<file path="src/rtl/tdd_pkg.sv">
// ----------------------------------------------------------------------------
// tdd_pkg
// Shared types and constants for the typed descriptor deque.
// ----------------------------------------------------------------------------
package tdd_pkg;

    localparam int HANDLE_W       = 6;
    localparam int TYPE_W         = 3;
    localparam int CMD_W          = 3;
    localparam int CNT_W          = 7;
    localparam int ERR_W          = 3;
    localparam int DEF_POOL_DEPTH = 64;
    localparam int DEF_TYPE_COUNT = 4;
    localparam int QUEUE_DEPTH    = 2;

    localparam logic [CMD_W-1:0] CMD_PUT_HEAD  = 3'd0;
    localparam logic [CMD_W-1:0] CMD_PUT_TAIL  = 3'd1;
    localparam logic [CMD_W-1:0] CMD_TAKE_HEAD = 3'd2;
    localparam logic [CMD_W-1:0] CMD_TAKE_TAIL = 3'd3;
    localparam logic [CMD_W-1:0] CMD_REMOVE    = 3'd4;
    localparam logic [CMD_W-1:0] CMD_PEEK      = 3'd5;
    localparam logic [CMD_W-1:0] CMD_COUNT     = 3'd6;

    localparam logic [ERR_W-1:0] ERR_OK         = 3'd0;
    localparam logic [ERR_W-1:0] ERR_EMPTY      = 3'd1;
    localparam logic [ERR_W-1:0] ERR_QUEUED     = 3'd2;
    localparam logic [ERR_W-1:0] ERR_NOT_QUEUED = 3'd3;
    localparam logic [ERR_W-1:0] ERR_RANGE      = 3'd4;

    typedef enum logic [2:0] {
        OP_PUT,
        OP_TAKE,
        OP_REMOVE,
        OP_PEEK,
        OP_COUNT,
        OP_NOP,
        OP_RANGE
    } op_kind_t;

    typedef struct packed {
        op_kind_t            kind;
        logic                at_head;
        logic [HANDLE_W-1:0] handle;
        logic [TYPE_W-1:0]   put_type;
        logic [TYPE_W-1:0]   query_type;
    } op_t;

    typedef enum logic [2:0] {
        ST_CLEAR,
        ST_IDLE,
        ST_CHECK,
        ST_LINK,
        ST_UNLINK,
        ST_TYPE,
        ST_EMIT
    } state_t;

endpackage

</file>
<file path="src/rtl/typed_descriptor_deque_unit.sv">
// ----------------------------------------------------------------------------
// typed_descriptor_deque_unit
// Deque of descriptor handles kept as a circular doubly linked list, with
// per-type counts.
// ----------------------------------------------------------------------------
// Channel | Handshake        | Payload
// input   | in_valid/stall   | command, handle, desc_type
// output  | out_valid/stall  | handle_out .. error_code
//
// In the back end, peek, count and empty take go straight to the result;
// puts and removes read the entry flag first, then one or two link
// writes through the single write port of each link store, then a type read
// when an unlink moves the head or tail. After reset a clearing pass runs
// over the queued flags; in_stall is high meanwhile. A stalled result
// holds in the output register; up to two items wait in the queue.
// ----------------------------------------------------------------------------
module typed_descriptor_deque_unit #(
    parameter int POOL_DEPTH = tdd_pkg::DEF_POOL_DEPTH,
    parameter int TYPE_COUNT = tdd_pkg::DEF_TYPE_COUNT
) (
    input  logic                          clk,
    input  logic                          rst_n,
    input  logic                          in_valid,
    output logic                          in_stall,
    input  logic [tdd_pkg::CMD_W-1:0]     command,
    input  logic [tdd_pkg::HANDLE_W-1:0]  handle,
    input  logic [tdd_pkg::TYPE_W-1:0]    desc_type,
    output logic                          out_valid,
    input  logic                          out_stall,
    output logic [tdd_pkg::HANDLE_W-1:0]  handle_out,
    output logic [tdd_pkg::TYPE_W-1:0]    type_out,
    output logic [tdd_pkg::TYPE_W-1:0]    tail_type,
    output logic                          head_match,
    output logic                          tail_match,
    output logic                          valid_out,
    output logic [tdd_pkg::CNT_W-1:0]     occupancy,
    output logic [tdd_pkg::CNT_W-1:0]     type_total,
    output logic [tdd_pkg::ERR_W-1:0]     error_code
);

    logic         q_full, clearing, push, pop, not_empty;
    tdd_pkg::op_t push_op, pop_op;

    tdd_front #(
        .POOL_DEPTH (POOL_DEPTH),
        .TYPE_COUNT (TYPE_COUNT)
    ) u_front (
        .in_valid  (in_valid),
        .in_stall  (in_stall),
        .command   (command),
        .handle    (handle),
        .desc_type (desc_type),
        .q_full    (q_full),
        .clearing  (clearing),
        .push      (push),
        .push_op   (push_op)
    );

    tdd_cmdq u_cmdq (
        .clk       (clk),
        .rst_n     (rst_n),
        .push      (push),
        .push_op   (push_op),
        .full      (q_full),
        .pop       (pop),
        .not_empty (not_empty),
        .pop_op    (pop_op)
    );

    tdd_back #(
        .POOL_DEPTH (POOL_DEPTH),
        .TYPE_COUNT (TYPE_COUNT)
    ) u_back (
        .clk        (clk),
        .rst_n      (rst_n),
        .op_valid   (not_empty),
        .op         (pop_op),
        .pop        (pop),
        .clearing   (clearing),
        .out_valid  (out_valid),
        .out_stall  (out_stall),
        .handle_out (handle_out),
        .type_out   (type_out),
        .tail_type  (tail_type),
        .head_match (head_match),
        .tail_match (tail_match),
        .valid_out  (valid_out),
        .occupancy  (occupancy),
        .type_total (type_total),
        .error_code (error_code)
    );

endmodule

</file>
<file path="src/rtl/tdd_front.sv">
// ----------------------------------------------------------------------------
// tdd_front
// Accepts input items, decodes and range checks them into operations.
// ----------------------------------------------------------------------------
module tdd_front #(
    parameter int POOL_DEPTH = tdd_pkg::DEF_POOL_DEPTH,
    parameter int TYPE_COUNT = tdd_pkg::DEF_TYPE_COUNT
) (
    input  logic                          in_valid,
    output logic                          in_stall,
    input  logic [tdd_pkg::CMD_W-1:0]     command,
    input  logic [tdd_pkg::HANDLE_W-1:0]  handle,
    input  logic [tdd_pkg::TYPE_W-1:0]    desc_type,
    input  logic                          q_full,
    input  logic                          clearing,
    output logic                          push,
    output tdd_pkg::op_t                  push_op
);

    localparam logic [tdd_pkg::TYPE_W-1:0] NONE_TYPE = tdd_pkg::TYPE_W'(TYPE_COUNT);

    logic in_pool;

    assign in_stall = q_full || clearing;
    assign push     = in_valid && !in_stall;
    assign in_pool  = 32'(handle) < POOL_DEPTH;

    always_comb
    begin
        push_op.handle     = handle;
        push_op.query_type = desc_type;
        push_op.put_type   = (desc_type > NONE_TYPE) ? NONE_TYPE : desc_type;
        push_op.at_head    = 1'b0;
        unique case (command)
            tdd_pkg::CMD_PUT_HEAD:
            begin
                push_op.kind    = in_pool ? tdd_pkg::OP_PUT : tdd_pkg::OP_RANGE;
                push_op.at_head = 1'b1;
            end
            tdd_pkg::CMD_PUT_TAIL:
                push_op.kind = in_pool ? tdd_pkg::OP_PUT : tdd_pkg::OP_RANGE;
            tdd_pkg::CMD_TAKE_HEAD:
            begin
                push_op.kind    = tdd_pkg::OP_TAKE;
                push_op.at_head = 1'b1;
            end
            tdd_pkg::CMD_TAKE_TAIL:
                push_op.kind = tdd_pkg::OP_TAKE;
            tdd_pkg::CMD_REMOVE:
                push_op.kind = in_pool ? tdd_pkg::OP_REMOVE : tdd_pkg::OP_RANGE;
            tdd_pkg::CMD_PEEK:
                push_op.kind = tdd_pkg::OP_PEEK;
            tdd_pkg::CMD_COUNT:
                push_op.kind = tdd_pkg::OP_COUNT;
            default:
                push_op.kind = tdd_pkg::OP_NOP;
        endcase
    end

endmodule

</file>
<file path="src/rtl/tdd_cmdq.sv">
// ----------------------------------------------------------------------------
// tdd_cmdq
// Short queue of decoded operations between front and back.
// ----------------------------------------------------------------------------
module tdd_cmdq (
    input  logic         clk,
    input  logic         rst_n,
    input  logic         push,
    input  tdd_pkg::op_t push_op,
    output logic         full,
    input  logic         pop,
    output logic         not_empty,
    output tdd_pkg::op_t pop_op
);

    localparam int PW = (tdd_pkg::QUEUE_DEPTH > 1) ? $clog2(tdd_pkg::QUEUE_DEPTH) : 1;
    localparam int FW = $clog2(tdd_pkg::QUEUE_DEPTH + 1);

    tdd_pkg::op_t  slot_reg [tdd_pkg::QUEUE_DEPTH];
    logic [PW-1:0] wr_reg, wr_next;
    logic [PW-1:0] rd_reg, rd_next;
    logic [FW-1:0] fill_reg, fill_next;

    assign full      = fill_reg == FW'(tdd_pkg::QUEUE_DEPTH);
    assign not_empty = fill_reg != '0;
    assign pop_op    = slot_reg[rd_reg];

    always_comb
    begin
        wr_next   = wr_reg;
        rd_next   = rd_reg;
        fill_next = fill_reg;
        if (push)
        begin
            wr_next = (wr_reg == PW'(tdd_pkg::QUEUE_DEPTH - 1)) ? '0 : wr_reg + 1'b1;
        end
        if (pop)
        begin
            rd_next = (rd_reg == PW'(tdd_pkg::QUEUE_DEPTH - 1)) ? '0 : rd_reg + 1'b1;
        end
        if (push && !pop)
        begin
            fill_next = fill_reg + 1'b1;
        end
        else if (pop && !push)
        begin
            fill_next = fill_reg - 1'b1;
        end
    end

    always_ff @(posedge clk or negedge rst_n)
    begin
        if (!rst_n)
        begin
            wr_reg   <= '0;
            rd_reg   <= '0;
            fill_reg <= '0;
        end
        else
        begin
            wr_reg   <= wr_next;
            rd_reg   <= rd_next;
            fill_reg <= fill_next;
        end
    end

    always_ff @(posedge clk)
    begin
        if (push)
        begin
            slot_reg[wr_reg] <= push_op;
        end
    end

endmodule

</file>
<file path="src/rtl/tdd_back.sv">
// ----------------------------------------------------------------------------
// tdd_back
// Executes operations on the linked ring and drives the result register.
// ----------------------------------------------------------------------------
module tdd_back #(
    parameter int POOL_DEPTH = tdd_pkg::DEF_POOL_DEPTH,
    parameter int TYPE_COUNT = tdd_pkg::DEF_TYPE_COUNT
) (
    input  logic                          clk,
    input  logic                          rst_n,
    input  logic                          op_valid,
    input  tdd_pkg::op_t                  op,
    output logic                          pop,
    output logic                          clearing,
    output logic                          out_valid,
    input  logic                          out_stall,
    output logic [tdd_pkg::HANDLE_W-1:0]  handle_out,
    output logic [tdd_pkg::TYPE_W-1:0]    type_out,
    output logic [tdd_pkg::TYPE_W-1:0]    tail_type,
    output logic                          head_match,
    output logic                          tail_match,
    output logic                          valid_out,
    output logic [tdd_pkg::CNT_W-1:0]     occupancy,
    output logic [tdd_pkg::CNT_W-1:0]     type_total,
    output logic [tdd_pkg::ERR_W-1:0]     error_code
);

    localparam int AW = (POOL_DEPTH > 1) ? $clog2(POOL_DEPTH) : 1;
    localparam int SW = $clog2(POOL_DEPTH + 1);
    localparam int TW = tdd_pkg::TYPE_W;
    localparam int EW = tdd_pkg::ERR_W;
    localparam logic [TW-1:0] NONE_TYPE = TW'(TYPE_COUNT);

    // link stores
    logic [AW-1:0] nxt_mem [POOL_DEPTH];
    logic [AW-1:0] prv_mem [POOL_DEPTH];
    logic [TW-1:0] typ_mem [POOL_DEPTH];
    logic          q_mem   [POOL_DEPTH];

    logic [AW-1:0] nxt_rd_reg, prv_rd_reg;
    logic [TW-1:0] typ_rd_reg;
    logic          q_rd_reg;

    tdd_pkg::state_t state_reg, state_next;
    tdd_pkg::op_t    op_reg, op_next;
    logic [AW-1:0]   e_reg, e_next;
    logic [TW-1:0]   te_reg, te_next;
    logic [EW-1:0]   err_reg, err_next;
    logic            took_reg, took_next;
    logic            fix_head_reg, fix_head_next;
    logic [AW-1:0]   head_reg, head_next;
    logic [AW-1:0]   tail_reg, tail_next;
    logic [TW-1:0]   htype_reg, htype_next;
    logic [TW-1:0]   ttype_reg, ttype_next;
    logic [SW-1:0]   size_reg, size_next;
    logic [SW-1:0]   counts_reg [TYPE_COUNT];
    logic [SW-1:0]   counts_next [TYPE_COUNT];
    logic [AW-1:0]   clr_reg, clr_next;

    logic          link_re, q_re, typ_re;
    logic [AW-1:0] link_raddr, q_raddr, typ_raddr;
    logic          nxt_we, prv_we, typ_we, q_we;
    logic [AW-1:0] nxt_waddr, prv_waddr, typ_waddr, q_waddr;
    logic [AW-1:0] nxt_wdata, prv_wdata;
    logic [TW-1:0] typ_wdata;
    logic          q_wdata;
    logic          cnt_inc, cnt_dec;
    logic [TW-1:0] cnt_type;
    logic          load_out;

    logic [tdd_pkg::HANDLE_W-1:0] hout_reg;
    logic [TW-1:0]                tout_reg, ttail_reg;
    logic                         hmatch_reg, tmatch_reg, vout_reg, out_valid_reg;
    logic [tdd_pkg::CNT_W-1:0]    occ_reg, total_reg;
    logic [EW-1:0]                ecode_reg;

    logic [AW-1:0] op_idx;
    logic [AW-1:0] take_idx;
    logic [tdd_pkg::CNT_W-1:0] total_sel;

    assign op_idx   = AW'(op.handle);
    assign take_idx = op.at_head ? head_reg : tail_reg;
    assign clearing = state_reg == tdd_pkg::ST_CLEAR;

    always_comb
    begin
        total_sel = '0;
        for (int i = 0; i < TYPE_COUNT; i++)
        begin
            if (32'(op_reg.query_type) == i)
            begin
                total_sel = tdd_pkg::CNT_W'(counts_reg[i]);
            end
        end
    end

    always_comb
    begin
        state_next    = state_reg;
        op_next       = op_reg;
        e_next        = e_reg;
        te_next       = te_reg;
        err_next      = err_reg;
        took_next     = took_reg;
        fix_head_next = fix_head_reg;
        head_next     = head_reg;
        tail_next     = tail_reg;
        htype_next    = htype_reg;
        ttype_next    = ttype_reg;
        size_next     = size_reg;
        clr_next      = clr_reg;
        pop           = 1'b0;
        link_re       = 1'b0;
        q_re          = 1'b0;
        typ_re        = 1'b0;
        link_raddr    = op_idx;
        q_raddr       = op_idx;
        typ_raddr     = op_idx;
        nxt_we        = 1'b0;
        prv_we        = 1'b0;
        typ_we        = 1'b0;
        q_we          = 1'b0;
        nxt_waddr     = '0;
        prv_waddr     = '0;
        typ_waddr     = '0;
        q_waddr       = '0;
        nxt_wdata     = '0;
        prv_wdata     = '0;
        typ_wdata     = '0;
        q_wdata       = 1'b0;
        cnt_inc       = 1'b0;
        cnt_dec       = 1'b0;
        cnt_type      = '0;
        load_out      = 1'b0;

        unique case (state_reg)
            tdd_pkg::ST_CLEAR:
            begin
                q_we     = 1'b1;
                q_waddr  = clr_reg;
                clr_next = clr_reg + 1'b1;
                if (clr_reg == AW'(POOL_DEPTH - 1))
                begin
                    state_next = tdd_pkg::ST_IDLE;
                end
            end
            tdd_pkg::ST_IDLE:
            begin
                if (op_valid)
                begin
                    pop        = 1'b1;
                    op_next    = op;
                    err_next   = tdd_pkg::ERR_OK;
                    took_next  = 1'b0;
                    q_re       = 1'b1;
                    typ_re     = 1'b1;
                    link_re    = 1'b1;
                    state_next = tdd_pkg::ST_EMIT;
                    unique case (op.kind)
                        tdd_pkg::OP_PUT, tdd_pkg::OP_REMOVE:
                            state_next = tdd_pkg::ST_CHECK;
                        tdd_pkg::OP_TAKE:
                        begin
                            link_raddr = take_idx;
                            if (size_reg == '0)
                            begin
                                err_next = tdd_pkg::ERR_EMPTY;
                            end
                            else
                            begin
                                e_next    = take_idx;
                                te_next   = op.at_head ? htype_reg : ttype_reg;
                                took_next = 1'b1;
                                if (size_reg == SW'(1))
                                begin
                                    q_we       = 1'b1;
                                    q_waddr    = take_idx;
                                    size_next  = '0;
                                    head_next  = '0;
                                    htype_next = NONE_TYPE;
                                    ttype_next = NONE_TYPE;
                                    cnt_dec    = 1'b1;
                                    cnt_type   = htype_reg;
                                end
                                else
                                begin
                                    state_next = tdd_pkg::ST_UNLINK;
                                end
                            end
                        end
                        tdd_pkg::OP_RANGE:
                            err_next = tdd_pkg::ERR_RANGE;
                        tdd_pkg::OP_COUNT:
                            if (32'(op.query_type) >= TYPE_COUNT)
                            begin
                                err_next = tdd_pkg::ERR_RANGE;
                            end
                        default:
                            err_next = tdd_pkg::ERR_OK;
                    endcase
                end
            end
            tdd_pkg::ST_CHECK:
            begin
                state_next = tdd_pkg::ST_EMIT;
                if (op_reg.kind == tdd_pkg::OP_PUT)
                begin
                    if (q_rd_reg)
                    begin
                        err_next = tdd_pkg::ERR_QUEUED;
                    end
                    else
                    begin
                        q_we      = 1'b1;
                        q_waddr   = AW'(op_reg.handle);
                        q_wdata   = 1'b1;
                        typ_we    = 1'b1;
                        typ_waddr = AW'(op_reg.handle);
                        typ_wdata = op_reg.put_type;
                        cnt_inc   = 1'b1;
                        cnt_type  = op_reg.put_type;
                        size_next = size_reg + 1'b1;
                        nxt_we    = 1'b1;
                        prv_we    = 1'b1;
                        nxt_waddr = AW'(op_reg.handle);
                        prv_waddr = AW'(op_reg.handle);
                        if (size_reg == '0)
                        begin
                            nxt_wdata  = AW'(op_reg.handle);
                            prv_wdata  = AW'(op_reg.handle);
                            head_next  = AW'(op_reg.handle);
                            tail_next  = AW'(op_reg.handle);
                            htype_next = op_reg.put_type;
                            ttype_next = op_reg.put_type;
                        end
                        else
                        begin
                            nxt_wdata  = head_reg;
                            prv_wdata  = tail_reg;
                            state_next = tdd_pkg::ST_LINK;
                        end
                    end
                end
                else
                begin
                    if (!q_rd_reg)
                    begin
                        err_next = tdd_pkg::ERR_NOT_QUEUED;
                    end
                    else
                    begin
                        e_next  = AW'(op_reg.handle);
                        te_next = typ_rd_reg;
                        if (size_reg == SW'(1))
                        begin
                            q_we       = 1'b1;
                            q_waddr    = AW'(op_reg.handle);
                            size_next  = '0;
                            head_next  = '0;
                            htype_next = NONE_TYPE;
                            ttype_next = NONE_TYPE;
                            cnt_dec    = 1'b1;
                            cnt_type   = typ_rd_reg;
                        end
                        else
                        begin
                            state_next = tdd_pkg::ST_UNLINK;
                        end
                    end
                end
            end
            tdd_pkg::ST_LINK:
            begin
                prv_we    = 1'b1;
                prv_waddr = head_reg;
                prv_wdata = AW'(op_reg.handle);
                nxt_we    = 1'b1;
                nxt_waddr = tail_reg;
                nxt_wdata = AW'(op_reg.handle);
                if (op_reg.at_head)
                begin
                    head_next  = AW'(op_reg.handle);
                    htype_next = op_reg.put_type;
                end
                else
                begin
                    tail_next  = AW'(op_reg.handle);
                    ttype_next = op_reg.put_type;
                end
                state_next = tdd_pkg::ST_EMIT;
            end
            tdd_pkg::ST_UNLINK:
            begin
                prv_we     = 1'b1;
                prv_waddr  = nxt_rd_reg;
                prv_wdata  = prv_rd_reg;
                nxt_we     = 1'b1;
                nxt_waddr  = prv_rd_reg;
                nxt_wdata  = nxt_rd_reg;
                q_we       = 1'b1;
                q_waddr    = e_reg;
                size_next  = size_reg - 1'b1;
                cnt_dec    = 1'b1;
                cnt_type   = te_reg;
                state_next = tdd_pkg::ST_EMIT;
                if (head_reg == e_reg)
                begin
                    head_next     = nxt_rd_reg;
                    typ_re        = 1'b1;
                    typ_raddr     = nxt_rd_reg;
                    fix_head_next = 1'b1;
                    state_next    = tdd_pkg::ST_TYPE;
                end
                else if (tail_reg == e_reg)
                begin
                    tail_next     = prv_rd_reg;
                    typ_re        = 1'b1;
                    typ_raddr     = prv_rd_reg;
                    fix_head_next = 1'b0;
                    state_next    = tdd_pkg::ST_TYPE;
                end
            end
            tdd_pkg::ST_TYPE:
            begin
                if (fix_head_reg)
                begin
                    htype_next = typ_rd_reg;
                end
                else
                begin
                    ttype_next = typ_rd_reg;
                end
                state_next = tdd_pkg::ST_EMIT;
            end
            tdd_pkg::ST_EMIT:
            begin
                if (!out_valid_reg || !out_stall)
                begin
                    load_out   = 1'b1;
                    state_next = tdd_pkg::ST_IDLE;
                end
            end
            default:
                state_next = tdd_pkg::ST_IDLE;
        endcase
    end

    always_comb
    begin
        for (int i = 0; i < TYPE_COUNT; i++)
        begin
            counts_next[i] = counts_reg[i];
            if (32'(cnt_type) == i)
            begin
                if (cnt_inc)
                begin
                    counts_next[i] = counts_reg[i] + 1'b1;
                end
                else if (cnt_dec && counts_reg[i] != '0)
                begin
                    counts_next[i] = counts_reg[i] - 1'b1;
                end
            end
        end
    end

    always_ff @(posedge clk or negedge rst_n)
    begin
        if (!rst_n)
        begin
            state_reg     <= tdd_pkg::ST_CLEAR;
            clr_reg       <= '0;
            head_reg      <= '0;
            tail_reg      <= '0;
            htype_reg     <= NONE_TYPE;
            ttype_reg     <= NONE_TYPE;
            size_reg      <= '0;
            out_valid_reg <= 1'b0;
            for (int i = 0; i < TYPE_COUNT; i++)
            begin
                counts_reg[i] <= '0;
            end
        end
        else
        begin
            state_reg <= state_next;
            clr_reg   <= clr_next;
            head_reg  <= head_next;
            tail_reg  <= tail_next;
            htype_reg <= htype_next;
            ttype_reg <= ttype_next;
            size_reg  <= size_next;
            for (int i = 0; i < TYPE_COUNT; i++)
            begin
                counts_reg[i] <= counts_next[i];
            end
            if (load_out)
            begin
                out_valid_reg <= 1'b1;
            end
            else if (!out_stall)
            begin
                out_valid_reg <= 1'b0;
            end
        end
    end

    always_ff @(posedge clk)
    begin
        op_reg       <= op_next;
        e_reg        <= e_next;
        te_reg       <= te_next;
        err_reg      <= err_next;
        took_reg     <= took_next;
        fix_head_reg <= fix_head_next;
        if (load_out)
        begin
            hout_reg   <= took_reg ? tdd_pkg::HANDLE_W'(e_reg)
                        : (op_reg.kind == tdd_pkg::OP_PEEK && size_reg != '0)
                          ? tdd_pkg::HANDLE_W'(head_reg) : '0;
            vout_reg   <= took_reg || (op_reg.kind == tdd_pkg::OP_PEEK && size_reg != '0);
            tout_reg   <= took_reg ? te_reg : htype_reg;
            ttail_reg  <= ttype_reg;
            hmatch_reg <= (size_reg != '0) && (htype_reg == op_reg.query_type);
            tmatch_reg <= (size_reg != '0) && (ttype_reg == op_reg.query_type);
            occ_reg    <= tdd_pkg::CNT_W'(size_reg);
            total_reg  <= (op_reg.kind == tdd_pkg::OP_COUNT) ? total_sel : '0;
            ecode_reg  <= err_reg;
        end
    end

    // memories: registered reads, one write port each
    always_ff @(posedge clk)
    begin
        if (link_re)
        begin
            nxt_rd_reg <= nxt_mem[link_raddr];
            prv_rd_reg <= prv_mem[link_raddr];
        end
        if (nxt_we)
        begin
            nxt_mem[nxt_waddr] <= nxt_wdata;
        end
        if (prv_we)
        begin
            prv_mem[prv_waddr] <= prv_wdata;
        end
    end

    always_ff @(posedge clk)
    begin
        if (typ_re)
        begin
            typ_rd_reg <= typ_mem[typ_raddr];
        end
        if (typ_we)
        begin
            typ_mem[typ_waddr] <= typ_wdata;
        end
    end

    always_ff @(posedge clk)
    begin
        if (q_re)
        begin
            q_rd_reg <= q_mem[q_raddr];
        end
        if (q_we)
        begin
            q_mem[q_waddr] <= q_wdata;
        end
    end

    assign out_valid  = out_valid_reg;
    assign handle_out = hout_reg;
    assign type_out   = tout_reg;
    assign tail_type  = ttail_reg;
    assign head_match = hmatch_reg;
    assign tail_match = tmatch_reg;
    assign valid_out  = vout_reg;
    assign occupancy  = occ_reg;
    assign type_total = total_reg;
    assign error_code = ecode_reg;

endmodule

</file>
<file path="config.mk">
export PLATFORM = sky130hd
export DESIGN_NAME = typed_descriptor_deque_unit
export DESIGN_NICKNAME = d
export VERILOG_FILES = /design/src/rtl/tdd_pkg.sv /design/src/rtl/typed_descriptor_deque_unit.sv /design/src/rtl/tdd_front.sv /design/src/rtl/tdd_cmdq.sv /design/src/rtl/tdd_back.sv
export SDC_FILE = /design/constraint.sdc
export NUM_CORES = 2
export LEC_CHECK = 0
export BUFFER_PORTS_ARGS = -buffer_cell sky130_fd_sc_hd__buf_2
export CORE_ASPECT_RATIO = 1.25
export CORE_MARGIN = 2
export CORE_UTILIZATION = 30
export CTS_CLUSTER_SIZE = 30
export DETAILED_ROUTE_END_ITERATION = 8
export PLACE_DENSITY = 0.49
export SLEW_MARGIN = 20
export SYNTH_ARGS = -nofsm -noshare
export SYNTH_HDL_FRONTEND = slang
export SYNTH_HIERARCHICAL = 1
export SYNTH_SLANG_ARGS = --single-unit
</file>
<file path="constraint.sdc">
create_clock -name clk -period 11.8 [get_ports clk]
set_input_delay 0.59 -clock clk [delete_from_list [all_inputs] [get_ports clk]]
set_output_delay 0.59 -clock clk [all_outputs]
set_load 0.05 [all_outputs]
</file>
==> flow_metrics.env <==
export IMPL_hold_path_endpoint="u_cmdq/slot_reg[0][7]"
export IMPL_dp_hpwl_um=76740
export IMPL_drv_cap=0
export IMPL_setup_viol=0
export IMPL_p_seq_share_pct=40.6
export IMPL_grt_pass1_wl_um=183600
export IMPL_hold_depth=1
export IMPL_numCtsBuffers=120
export IMPL_cts_root_buf="clkbuf_16"
export IMPL_async_reset_ff_share_pct=5.579
export IMPL_fin_crit_ns=5.329
export IMPL_hold_class="input port to flop"
export IMPL_avgSynthCellArea_um2=16.62
export IMPL_synth_ff_type="edfxtp_1"
export IMPL_cp_arrival_ns=5.68
export IMPL_dieHeight_um=462.4
export IMPL_cts_buffer_depth=3
export IMPL_synth_area_leader_cell="edfxtp_1"
export IMPL_post_cts_setup_buffers=0
export IMPL_crit_fanout=77
export IMPL_hold_start="handle[1]"
export IMPL_grt_pass1_vias=27721
export IMPL_gp_congestion=0.8204
export IMPL_grt_remaining_overflow=0
export IMPL_drtIter0Drc=2386
export IMPL_initial_core_util_pct=30.15
export IMPL_ys_warnings_count=6
export IMPL_row_count=168
export IMPL_cpMostUsedCell="inv_2"
export IMPL_fin_util_pct=34.26
export IMPL_via_per_inst=4.942
export IMPL_p_leak_uw=0.01871
export IMPL_place_area_um2=53170
export IMPL_synth_fp_nets=3080
export IMPL_final_hold_violation_count=0
export IMPL_cp_cell_sequence="nor2b_1, nand2b_2, inv_2, nand2_4, or2_2, inv_2, buf_4, and2_1, a221o_1, nand3_1, nor2_1"
export IMPL_swShare_pct=33.23
export IMPL_synth_top_area_share_pct=67.51
export IMPL_cts_tree="yes"
export IMPL_finClkSkew_ns=0.05154
export IMPL_crit_slowest_cell="dfrtp_1"
export IMPL_io_pins=50
export IMPL_synth_distinct_cells=79
export IMPL_fin_setup_tns_ns=0
export IMPL_grt_usage_pct=14.28
export IMPL_p_per_area_nw_per_um2=234.9
export IMPL_wl_per_cell_um=22.78
export IMPL_routed_wl_um=123200
export IMPL_p_int_uw=8992
export IMPL_synth_yosys_seq_area_share_pct=70.84
export IMPL_ff2ff_path_depth=11
export IMPL_layout_drive_gt1_share_pct=18.79
export IMPL_first_pass_iters=8
export IMPL_die_area_um2=171500
export IMPL_drcViolationCount=0
export IMPL_ys_top_cells_by_area="edfxtp_1, mux4_2, dfrtp_1, nor2_1, mux2i_1"
export IMPL_path_clk_slew_ns=0.07
export IMPL_status="finished, final reports clean"
export IMPL_required_ns=12.15
export IMPL_top_regs="u_back/nxt_mem x384, u_back/prv_mem x384, u_back/typ_mem x192"
export IMPL_vias=26735
export IMPL_ant_nets=0
export IMPL_rsz0062_at_grt="no"
export IMPL_synthTopCellsByCount="edfxtp_1, nor2_1, nand2_1, mux4_2, mux2i_1"
export IMPL_grt_max_degree=137
export IMPL_r2r_end="u_back/nxt_mem[56][0]"
export IMPL_synthesis_area_um2=50440
export IMPL_cts_sinks=1201
export IMPL_synth_edf_count=1134
export IMPL_worstMarginPinSlew_ns=1.152
export IMPL_fin_hold_ws_ns=0.07876
export IMPL_critical_path_max_stage_delay_ns=0.71
export IMPL_worstSkewPairLatency_ns=0.75
export IMPL_crit_path_end_kind="flop"
export IMPL_slew_violations=0
export IMPL_syn2layout_area_growth_pct=13.65
export IMPL_path_buf_inv=3
export IMPL_nets=3141
export IMPL_peakVddDrop_v=0.0001749
export IMPL_cp_top_family="simple AND/OR/NAND/NOR gates"
export IMPL_clockPowerShare_pct=29.0
export IMPL_core_um2=167300
export IMPL_crit_path_start_kind="flop"
export IMPL_htree_levels=3
export IMPL_grt_antenna_before_repair=6
export IMPL_die_x_um=370.8
export IMPL_r2r_slack_ns=6.47
export IMPL_fmax_ghz=0.1877
export IMPL_synth_seq_cells=1201
export IMPL_relSlewSlack_pct=23.22
export IMPL_r2r_start="u_back/state_reg[1]"
export IMPL_crit_type="flop to flop"
export IMPL_finalCritPeriodShare_pct=45.16
export IMPL_stdcell_area_um2=57330
export IMPL_p_sw_uw=4475
export IMPL_port_buffers=49
export IMPL_pwr_share_comb_pct=30.4
export IMPL_syn_inst=3035
export IMPL_post_synth_top_count_cell="edfxtp_1"
layout make-up:
class / count / area (µm²)
fillers: 15996 / 110000
inverters: 13 / 51.30
multi-input cells: 1658 / 13990
diodes: 1 / 2.502
flip-flops and latches: 1201 / 35730
clock inverters: 83 / 943.4
well taps: 2210 / 2765
clock buffers: 142 / 3107
repair buffers: 102 / 730.7
worst max-delay path by stage:
| stage | from | endpoint | slack [ns] | depth (start not counted) |
|---|---|---|---|---|
| finish | u_back/state_reg[1] | u_back/nxt_mem[56][0] | 6.47 | 11 |
| global route | u_back/state_reg[1] | u_back/nxt_mem[60][2] | 6.12 | 11 |
| CTS | u_cmdq/rd_reg | u_back/nxt_rd_reg[1] | 6.45 | 12 |
| detailed placement | u_cmdq/rd_reg | u_back/nxt_rd_reg[1] | 6.48 | 12 |
| global placement | u_cmdq/rd_reg | u_back/nxt_rd_reg[1] | 6.51 | 12 |
| floorplan | u_back/state_reg[2] | u_back/nxt_mem[0][3] | 6.32 | 9 |
cell usage in the layout (no fill, tap or decap), drive strengths merged, types with 13 or more instances in the layout:
master and instances:
buf 98, nor2 335, edfxtp 1134, clkbuf 142, mux2 51, nand3 79, nand4 18, nand2 245
a32oi 26, xor2 30, a22oi 13, xnor2 31, o21ai 33, nor2b 66, a21boi 15, ha 25
bufinv 16, a21o 25, clkinv 52, and2 22, inv 21, mux2i 105, a21oi 86, a211oi 86
mux4 215, a221o 14, dfrtp 65
routing by layer:
layer	up-vias	wire length, µm	part of all wire [%]	GRT usage [%]
met2	679	62440	51	24.57
met3	183	5288	4.3	1.872
met4	0	3280	2.7	4.533
li1	12063	-	-	-
met5	-	0	0	0
met1	13810	52230	42	18.59
metrics by stage:
step / setup WS [ns] / cells / total power (µW)
after CTS: 6.453 / 5406 / 13650
after global routing: 6.115 / 5410 / 14130
after global placement: 6.513 / 5176 / 9689
after floorplan: 6.315 / 3035 / 8388
final: 6.471 / 5410 / 13470
after detailed placement: 6.477 / 5178 / 9713
power groups by stage:
stage                     registers [µW]  clock network [µW]  logic [µW]
after floorplan                     5490                   0        2900
after global placement              5550                   0        4140
after detailed placement            5560                   0        4160
after CTS                           5470                4020        4170
after global routing                5500                4180        4450
final                               5470                3910        4090
cells by family after synthesis:
family | Yosys count | synth area share (%)
adder cells (fa/ha/maj) | 29 | 0.7789
multiplexers | 371 | 12.90
XOR/XNOR | 61 | 1.059
AO/OA/AOI/OAI | 369 | 5.296
flip-flops | 1201 | 70.84
buffers and inverters | 176 | 1.808
AND/OR/NAND/NOR | 828 | 7.323
timing repair:
action	in CTS	in global routing
endpoints found under the hold margin	6	19
resized for setup	0	0
hold buffers	3	1
(Power assumes the default switching activity.)
